`src/hdl/rftk_pkg.sv`:
```
package rftk_pkg;

    localparam int unsigned ListDepthDefault = 20;
    localparam int unsigned IdWidth          = 8;
    localparam int unsigned RankWidth        = 32;
    localparam int unsigned CoordWidth       = 32;
    localparam int unsigned CfgIndexWidth    = 3;
    localparam int unsigned CfgDataWidth     = 32;
    localparam int unsigned LimitWidth       = 5;
    localparam logic [LimitWidth-1:0] LimitReset = 5'd20;

    typedef enum logic [CfgIndexWidth-1:0] {
        REG_LOW_X  = 3'd0,
        REG_LOW_Y  = 3'd1,
        REG_HIGH_X = 3'd2,
        REG_HIGH_Y = 3'd3,
        REG_LIMIT  = 3'd4
    } t_reg_index;

    typedef struct packed {
        logic signed [IdWidth-1:0]   id;
        logic signed [RankWidth-1:0] rank;
        logic [CoordWidth-1:0]       x;
        logic [CoordWidth-1:0]       y;
    } t_entry;

    // Commands from the controller to the datapath.
    typedef struct packed {
        logic insert;    // load a point into the list
        logic clear;     // drop all entries
        logic emit_load; // load the output register from the read index
        logic emit_step; // advance the read index
        logic emit_rst;  // restart the read index
    } t_cmd;

    typedef struct packed {
        logic read_last; // read index is on the final entry
        logic list_empty;
    } t_status;

    // a <= b for IEEE single, false when either is NaN.
    function automatic logic fp_le(input logic [31:0] a, input logic [31:0] b);
        logic a_nan, b_nan, a_zero, b_zero, res;
        a_nan  = (a[30:23] == 8'hFF) && (a[22:0] != 23'd0);
        b_nan  = (b[30:23] == 8'hFF) && (b[22:0] != 23'd0);
        a_zero = (a[30:0] == 31'd0);
        b_zero = (b[30:0] == 31'd0);
        if (a_nan || b_nan) begin
            res = 1'b0;
        end else if (a_zero && b_zero) begin
            res = 1'b1;
        end else if (a[31] != b[31]) begin
            res = a[31];
        end else if (a[31]) begin
            res = (a[30:0] >= b[30:0]);
        end else begin
            res = (a[30:0] <= b[30:0]);
        end
        return res;
    endfunction

endpackage

```
`src/hdl/rftk_if.sv`:
```
interface rftk_if #(
    parameter int unsigned Width = 8
);
    logic             valid;
    logic             ready;
    logic [Width-1:0] data;

    modport source (output valid, output data, input ready);
    modport sink   (input valid, input data, output ready);
endinterface

```
`src/hdl/rftk_datapath.sv`:
```
module rftk_datapath #(
    parameter int unsigned ListDepth = rftk_pkg::ListDepthDefault
) (
    input  logic                                i_clk,
    input  logic                                i_rst_n,
    input  rftk_pkg::t_cmd                      i_cmd,
    input  rftk_pkg::t_entry                    i_point,
    input  logic [rftk_pkg::LimitWidth-1:0]     i_keep_limit,
    output rftk_pkg::t_status                   o_status,
    output rftk_pkg::t_entry                    o_entry,
    output logic                                o_entry_valid,
    output logic                                o_entry_last
);
    import rftk_pkg::*;

    localparam int unsigned IdxW = (ListDepth > 1) ? $clog2(ListDepth) : 1;
    localparam int unsigned CntW = $clog2(ListDepth + 1);

    // Sorted insert chain: every cell compares with the new point at once.
    t_entry             r_list [ListDepth];
    logic [CntW-1:0]    r_fill;
    logic [CntW-1:0]    r_rd;
    t_entry             r_out;
    logic               r_out_valid;
    logic               r_out_last;

    logic [CntW-1:0]    lim;
    logic [CntW-1:0]    n_used;
    logic [ListDepth-1:0] greater;
    logic [ListDepth-1:0] shift_in;
    logic [ListDepth-1:0] take_new;
    logic               accepted;

    always_comb begin
        if (i_keep_limit == '0) begin
            lim = CntW'(1);
        end else if ({{(32-LimitWidth){1'b0}}, i_keep_limit} > ListDepth) begin
            lim = CntW'(ListDepth);
        end else begin
            lim = CntW'(i_keep_limit);
        end
        n_used = (r_fill < lim) ? r_fill : lim;
        for (int i = 0; i < ListDepth; i++) begin
            greater[i] = (CntW'(i) < n_used) && ($signed(i_point.rank) < $signed(r_list[i].rank));
        end
        // Position is the first greater entry, or n_used if none.
        for (int i = 0; i < ListDepth; i++) begin
            if (i == 0) begin
                take_new[i] = greater[i] || (n_used == '0);
                shift_in[i] = 1'b0;
            end else begin
                shift_in[i] = greater[i-1];
                take_new[i] = (greater[i] && !greater[i-1]) ||
                              ((CntW'(i) == n_used) && !greater[i-1]);
            end
        end
        accepted = 1'b0;
        for (int i = 0; i < ListDepth; i++) begin
            if (take_new[i] && (CntW'(i) < lim)) begin
                accepted = 1'b1;
            end
        end
    end

    always_ff @(posedge i_clk) begin
        for (int i = 0; i < ListDepth; i++) begin
            if (i_cmd.insert && (CntW'(i) < lim)) begin
                if (take_new[i]) begin
                    r_list[i] <= i_point;
                end else if (shift_in[i] && i > 0) begin
                    r_list[i] <= r_list[(i > 0) ? i - 1 : 0];
                end
            end
        end
        if (i_cmd.emit_load) begin
            if (n_used == '0) begin
                r_out       <= '0;
                r_out_valid <= 1'b0;
                r_out_last  <= 1'b1;
            end else begin
                r_out       <= r_list[r_rd[IdxW-1:0]];
                r_out_valid <= 1'b1;
                r_out_last  <= (r_rd + CntW'(1) >= n_used);
            end
        end
    end

    always_ff @(posedge i_clk) begin
        if (!i_rst_n) begin
            r_fill <= '0;
            r_rd   <= '0;
        end else begin
            if (i_cmd.clear) begin
                r_fill <= '0;
            end else if (i_cmd.insert && accepted) begin
                r_fill <= (n_used < lim) ? n_used + CntW'(1) : lim;
            end
            if (i_cmd.emit_rst) begin
                r_rd <= '0;
            end else if (i_cmd.emit_step) begin
                r_rd <= r_rd + CntW'(1);
            end
        end
    end

    assign o_status.read_last  = (r_rd + CntW'(1) >= n_used);
    assign o_status.list_empty = (n_used == '0);
    assign o_entry       = r_out;
    assign o_entry_valid = r_out_valid;
    assign o_entry_last  = r_out_last;
endmodule

```
`src/hdl/rftk_ctrl.sv`:
```
module rftk_ctrl (
    input  logic                i_clk,
    input  logic                i_rst_n,
    input  logic                i_in_valid,
    input  logic                i_in_last,
    input  logic                i_in_inside,
    output logic                o_in_ready,
    output logic                o_out_valid,
    input  logic                i_out_ready,
    input  rftk_pkg::t_status   i_status,
    output rftk_pkg::t_cmd      o_cmd
);
    import rftk_pkg::*;

    typedef enum logic [1:0] {
        S_IDLE,
        S_LOAD,
        S_SHOW
    } t_state;

    t_state r_state;
    logic   r_out_valid;
    logic   r_done;
    logic   in_fire;

    assign o_in_ready  = (r_state == S_IDLE);
    assign in_fire     = i_in_valid && o_in_ready;
    assign o_out_valid = r_out_valid;

    always_comb begin
        o_cmd = '0;
        o_cmd.insert   = in_fire && i_in_inside;
        o_cmd.emit_rst = in_fire;
        o_cmd.emit_load = (r_state == S_LOAD);
        o_cmd.emit_step = (r_state == S_LOAD);
        o_cmd.clear     = (r_state == S_SHOW) && i_out_ready && r_done;
    end

    always_ff @(posedge i_clk) begin
        if (!i_rst_n) begin
            r_state     <= S_IDLE;
            r_out_valid <= 1'b0;
            r_done      <= 1'b0;
        end else begin
            unique case (r_state)
                S_IDLE: begin
                    if (in_fire && i_in_last) begin
                        r_state <= S_LOAD;
                    end
                end
                S_LOAD: begin
                    r_out_valid <= 1'b1;
                    r_done      <= i_status.read_last || i_status.list_empty;
                    r_state     <= S_SHOW;
                end
                S_SHOW: begin
                    if (i_out_ready) begin
                        r_out_valid <= 1'b0;
                        r_state     <= r_done ? S_IDLE : S_LOAD;
                    end
                end
                default: r_state <= S_IDLE;
            endcase
        end
    end
endmodule

```
`src/hdl/rect_filter_top_k_by_rank.sv`:
```
// Channel  Direction  Payload
// in       sink       point_id, point_rank, point_x, point_y, point_last
// out      source     out_id, out_rank, out_x, out_y, out_valid, out_last
// A point that does not end a query is taken while idle; the sorted-insert chain
// compares it against all cells in parallel. A last point then emits n beats
// (one if empty), each loaded and then shown until the sink is ready.
// Reset is synchronous and empties the list; the rectangle resets to zero.
// Input is held off while results are emitted.
module rect_filter_top_k_by_rank #(
    parameter int unsigned ListDepth = rftk_pkg::ListDepthDefault
) (
    input  logic                                 i_clk,
    input  logic                                 i_rst_n,
    rftk_if.sink                                 in_ch,
    rftk_if.source                               out_ch,
    input  logic                                 i_cfg_we,
    input  logic [rftk_pkg::CfgIndexWidth-1:0]   i_cfg_index,
    input  logic [rftk_pkg::CfgDataWidth-1:0]    i_cfg_data
);
    import rftk_pkg::*;

    // in_ch.data = {id, rank, x, y, last}; out_ch.data = {id, rank, x, y, valid, last}
    logic [31:0]           r_low_x, r_low_y, r_high_x, r_high_y;
    logic [LimitWidth-1:0] r_limit;
    t_entry  point;
    logic    last, in_rect;
    t_cmd    cmd;
    t_status status;
    t_entry  entry;
    logic    e_valid, e_last;

    assign point   = in_ch.data[104:1];
    assign last    = in_ch.data[0];
    assign in_rect = fp_le(r_low_x, point.x) && fp_le(point.x, r_high_x) &&
                     fp_le(r_low_y, point.y) && fp_le(point.y, r_high_y);

    always_ff @(posedge i_clk) begin
        if (!i_rst_n) begin
            r_low_x  <= '0;
            r_low_y  <= '0;
            r_high_x <= '0;
            r_high_y <= '0;
            r_limit  <= LimitReset;
        end else if (i_cfg_we) begin
            unique case (i_cfg_index)
                REG_LOW_X:  r_low_x  <= i_cfg_data;
                REG_LOW_Y:  r_low_y  <= i_cfg_data;
                REG_HIGH_X: r_high_x <= i_cfg_data;
                REG_HIGH_Y: r_high_y <= i_cfg_data;
                REG_LIMIT:  r_limit  <= i_cfg_data[LimitWidth-1:0];
                default: ;
            endcase
        end
    end

    rftk_ctrl u_ctrl (
        .i_clk       (i_clk),
        .i_rst_n     (i_rst_n),
        .i_in_valid  (in_ch.valid),
        .i_in_last   (last),
        .i_in_inside (in_rect),
        .o_in_ready  (in_ch.ready),
        .o_out_valid (out_ch.valid),
        .i_out_ready (out_ch.ready),
        .i_status    (status),
        .o_cmd       (cmd)
    );

    rftk_datapath #(.ListDepth(ListDepth)) u_dp (
        .i_clk         (i_clk),
        .i_rst_n       (i_rst_n),
        .i_cmd         (cmd),
        .i_point       (point),
        .i_keep_limit  (r_limit),
        .o_status      (status),
        .o_entry       (entry),
        .o_entry_valid (e_valid),
        .o_entry_last  (e_last)
    );

    assign out_ch.data = {entry, e_valid, e_last};
endmodule

```
`src/flat_wrapper.sv`:
```
// flat-port wrapper written by rule: the top's interface ports become plain ports
module rect_filter_top_k_by_rank_flat import rftk_pkg::*;
#(
    parameter int unsigned ListDepth = rftk_pkg::ListDepthDefault
)
  (i_clk, i_rst_n, i_cfg_we, i_cfg_index, i_cfg_data, in_ch_valid, in_ch_data, in_ch_ready, out_ch_valid, out_ch_data, out_ch_ready);
  rftk_if #(.Width((IdWidth + RankWidth + 2 * CoordWidth + 1))) in_ch_i ();
  rftk_if #(.Width(((IdWidth + RankWidth + 2 * CoordWidth + 1) + 1))) out_ch_i ();
  input  logic i_clk;
  input  logic i_rst_n;
  input  logic i_cfg_we;
  input  logic [rftk_pkg::CfgIndexWidth-1:0] i_cfg_index;
  input  logic [rftk_pkg::CfgDataWidth-1:0] i_cfg_data;
  input wire logic [$bits(in_ch_i.valid)-1:0] in_ch_valid;
  input wire logic [$bits(in_ch_i.data)-1:0] in_ch_data;
  output wire logic [$bits(in_ch_i.ready)-1:0] in_ch_ready;
  output wire logic [$bits(out_ch_i.valid)-1:0] out_ch_valid;
  output wire logic [$bits(out_ch_i.data)-1:0] out_ch_data;
  input wire logic [$bits(out_ch_i.ready)-1:0] out_ch_ready;
  assign in_ch_i.valid = in_ch_valid;
  assign in_ch_i.data = in_ch_data;
  assign in_ch_ready = in_ch_i.ready;
  assign out_ch_valid = out_ch_i.valid;
  assign out_ch_data = out_ch_i.data;
  assign out_ch_i.ready = out_ch_ready;
  rect_filter_top_k_by_rank #(.ListDepth(ListDepth)) u_core (.i_clk(i_clk), .i_rst_n(i_rst_n), .in_ch(in_ch_i), .out_ch(out_ch_i), .i_cfg_we(i_cfg_we), .i_cfg_index(i_cfg_index), .i_cfg_data(i_cfg_data));
endmodule
```
`config.mk`:
```
export PLATFORM = sky130hd
export DESIGN_NAME = rect_filter_top_k_by_rank_flat
export DESIGN_NICKNAME = d
export VERILOG_FILES = /design/src/hdl/rftk_pkg.sv /design/src/hdl/rftk_if.sv /design/src/hdl/rftk_datapath.sv /design/src/hdl/rftk_ctrl.sv /design/src/hdl/rect_filter_top_k_by_rank.sv /design/src/flat_wrapper.sv
export SDC_FILE = /design/constraint.sdc
export NUM_CORES = 2
export LEC_CHECK = 0
export BUFFER_PORTS_ARGS = -buffer_cell sky130_fd_sc_hd__buf_4
export CORE_MARGIN = 3
export CORE_UTILIZATION = 45
export CTS_BUF_LIST = sky130_fd_sc_hd__clkbuf_8
export DETAILED_ROUTE_END_ITERATION = 6
export PLACE_DENSITY = 0.6
export SLEW_MARGIN = 20
export SYNTH_ARGS = -nofsm -noshare
export SYNTH_HDL_FRONTEND = slang
export SYNTH_SLANG_ARGS = --single-unit
```
`constraint.sdc`:
```
create_clock -name i_clk -period 26.1 [get_ports i_clk]
set_input_delay 2.61 -clock i_clk [delete_from_list [all_inputs] [get_ports i_clk]]
set_output_delay 2.61 -clock i_clk [all_outputs]
set_load 0.05 [all_outputs]
```
==> results by group <==
Timing
  • Final setup vio count: 0
  • Rel. slew slack: 20.6%
  • Unrepaired setup endpoints after global routing: false
  • Final Slew Violations: 0
  • Fmax: 0.128 GHz
  • Final Hold Fails: 0
  • Period utilization: 29.9%
  • Setup TNS after final layout: 0 ns
  • Worst slew pin tran: about 1.2 ns
  • Final Skew: 0.162 ns
  • Tmin final: roughly 7.8 ns

Power
  • Maximum VDD drop: 0.0431 mV
  • Pwr/cell area: ~53 nW/um^2
  • Leak: 0.0549 uW

Global routing
  • Vias in the first global route: 87900
  • First-pass GRT wire length: 611000 um
  • Pin count of the biggest net entering global routing: 113
  • Initial antenna violation count: 57
  • Gr usage total: 26.9%
  • GRT overflow: 0

Yosys
  • Xor/xnor cell area share of the yosys netlist: 0.0649%
  • Area share of the leading cell type in the synthesized netlist: 48.7%
  • Post-synthesis register bit count: approximately 2300
  • Synth Cell Area: around 130000 sq um
  • Largest family of logic cells by synthesized area: multiplexers
  • Synth Warn #: 0
  • Adder-Cell Fraction of Synth Area: 7.04%
  • Async S/R FF share, synth: 0%
  • Cells after Synth: 9316
  • Syn Nets: 10200
  • Multiplexer share of the synthesized area: 29.1%
  • Most used flip-flop cell after synthesis: edfxtp_1
  • Synth top area cells: edfxtp_1 (49%), mux2_2 (12%), mux4_2 (10%)
  • Register area share after synthesis: 50.8%
  • Synth Area in Compound Gates: 4.29%
  • Synth cell types: 82
  • Count leader, synth: edfxtp_1
  • Synth area leader: edfxtp_1
  • Syn_area_per_cell: ~14 sq um
  • Number of flops mapped to enable cells by yosys: 2186
  • Post-synth top cells: edfxtp_1 (2186), mux2_2 (1412), inv_1 (781)
  • Post-synthesis simple-gate area fraction: between 4 and 5%

Drt
  • Routed vias/inst: about 6.2
  • Met2 routed WL: 201000 um
  • Max layer used: met5
  • Routed WL per cell: 30.6 um
  • Initial DRC Count: 8484
  • Routed wire length: 422000 um
  • DR DRC count: 0
  • Pre-antenna DRT Iters: 5
  • DR WL met3: 30600 um
  • Routed via count: 85400
  • Antenna viol nets, final: 0
  • Wl on met1: between 150000 and 200000 um

Die
  • Die Ht: ~550 um
  • Initial core utilization: between 40% and 50%
  • Row cnt: 200
  • Die W: around 550 um
  • IO Pins: 253
  • Full die area: 306000 sq um
  • Core area: slightly below 300000 sq um

Clocking
  • Root buffer cell: clkbuf_8
  • Cts hold-fix bufs: 0
  • Cts bufs inserted: 409
  • Setup bufs post-CTS: 0
  • CTS tree: built
  • Clock latency on the worst-skew pair: around 1.2 ns
  • Clk sink count: ~2300
  • Maximum level of the CTS H-tree: 5
  • CTS-repair resized insts: 0
  • Worst-case clock buffer depth: 4
  • CTS clk-pin slew, worst paths: 0.07 ns

Setup path
  • Critical Path AT: between 8 and 9 ns
  • Startpoint types: primary input
  • Critical path peak fanout: 53
  • FF-to-FF End: u_core.u_dp.r_list[4][50]
  • WS Path Type: primary input to register
  • Worst reg2reg startpoint: u_core.r_limit[1]
  • Reg2Reg Depth: 12
  • WP data required: 26.82 ns
  • R2r setup slk: 19.51 ns
  • Critical path endpoint category: register

Worst hold path
  • Hold Crit Class: register to register
  • Worst hold stages: 2
  • HP Start: u_core.r_high_y[31]
  • Worst min-delay path endpoint: u_core.r_high_y[31]

Flow run
  • MaxCap Viol Count: 0

Layout
  • Final net count: ~10000
  • Fill count: 25400
  • Layout area overhead: 9.56%
  • Final Util: 49.7%
  • Share of cells above drive strength 1: 35.1%

Place
  • IO buf count: approximately 250
  • DP HPWL: between 200000 and 300000 um
  • GPL Wtd Cong: approximately 0.93

Run status
  • Status: finished clean
==> registers in the layout, summed over array words and instances (netlist names), 2 cells and up <==
register and cells:
u_core.r_high_x 32, u_core.r_high_y 32, u_core.r_limit 5, u_core.r_low_x 32, u_core.r_low_y 32, u_core.u_ctrl.r_state 2, u_core.u_dp.o_entry 104, u_core.u_dp.r_fill 5
u_core.u_dp.r_list 2080, u_core.u_dp.r_rd 5
==> worst max-delay path by stage <==
stage | from | slack [ns] | to
2_1_floorplan | in_ch_data[59] | 3.53 | u_core.u_dp.r_list[1][0]
3_3_place_gp | in_ch_data[38] | 17.12 | u_core.u_dp.r_list[6][52]
3_5_place_dp | in_ch_data[38] | 17.05 | u_core.u_dp.r_list[6][60]
4_1_cts | in_ch_data[38] | 18.24 | u_core.u_dp.r_list[6][52]
5_1_grt | in_ch_data[38] | 18.22 | u_core.u_dp.r_list[6][52]
6_report | in_ch_data[38] | 18.30 | u_core.u_dp.r_list[6][51]
==> cell usage in the layout, fill, tap and decap left out, types with 67 or more instances in the layout <==
cell,n
mux2_2,1412
a21oi_1,226
nand2_1,419
ha_1,759
a21o_1,131
o21ai_0,143
mux2_4,420
a21boi_0,136
mux2i_1,127
mux4_2,624
dfxtp_1,142
clkinv_1,94
nand4_1,132
inv_1,931
edfxtp_1,2186
mux2_1,152
nor4_1,67
nor2_1,232
clkbuf_8,423
buf_4,404
==> per-stage QoR <==
step / area [sq um] / hold WS (ns) / worst slack, ns / cells / power [uW]
final: 148000 / 0.473 / 18.30 / 13800 / 7890
after global routing: 148000 / 0.494 / 18.22 / 13700 / 8170
after CTS: 148000 / 0.471 / 18.24 / 13700 / 7960
after detailed placement: 140000 / 0.462 / 17.05 / 13000 / 4750
after global placement: 140000 / 0.453 / 17.12 / 13000 / 4730
after floorplan: 135000 / 0.443 / 3.53 / 9316 / 4570
==> worst max-delay path, cell delays in order <==
cell       delay [ns]
buf_4            0.26
inv_1            0.08
ha_1             0.33
a2111oi_0        0.48
a211oi_1         0.16
o41ai_1          0.53
o2111a_1         0.27
a211oi_1         0.05
a41o_1           0.34
or3_2            0.57
buf_4            0.34
nor2_1           0.22
o21a_4           0.69
buf_6            0.72
buf_4            0.65
==> where the power goes <==
part	internal (uW)	switching [uW]
registers	4100	10.1
clock network	1580	1630
logic	263	301
==> metal layers <==
metal	vias up	track usage, %
met3	762	4.70
met1	44900	36.2
met4	36	8.97
met2	3475	44.2
li1	36200	-
met5	-	0
==> layout make-up <==
type / instances / area (sq um) / area share (%)
flip-flops and latches: 2333 / 68600 / 46.4
multi-input cells: 5533 / 60500 / 40.9
clock buffers: 423 / 5820 / 3.94
well taps: 3939 / 4930 / 3.33
repair buffers: 415 / 3240 / 2.19
inverters: 783 / 2940 / 1.99
clock inverters: 314 / 1680 / 1.14
diodes: 32 / 80.1 / 0.0542
==> cell families after synthesis <==
group | count (synthesis)
AOI/OAI and AO/OA | 881
xor gates and xnor gates | 10
adders and majority gates | 759
buffers and inverters | 1450
DFF | 2333
muxes | 2737
and+or+nand+nor | 1146
(Power assumes the default switching activity.)
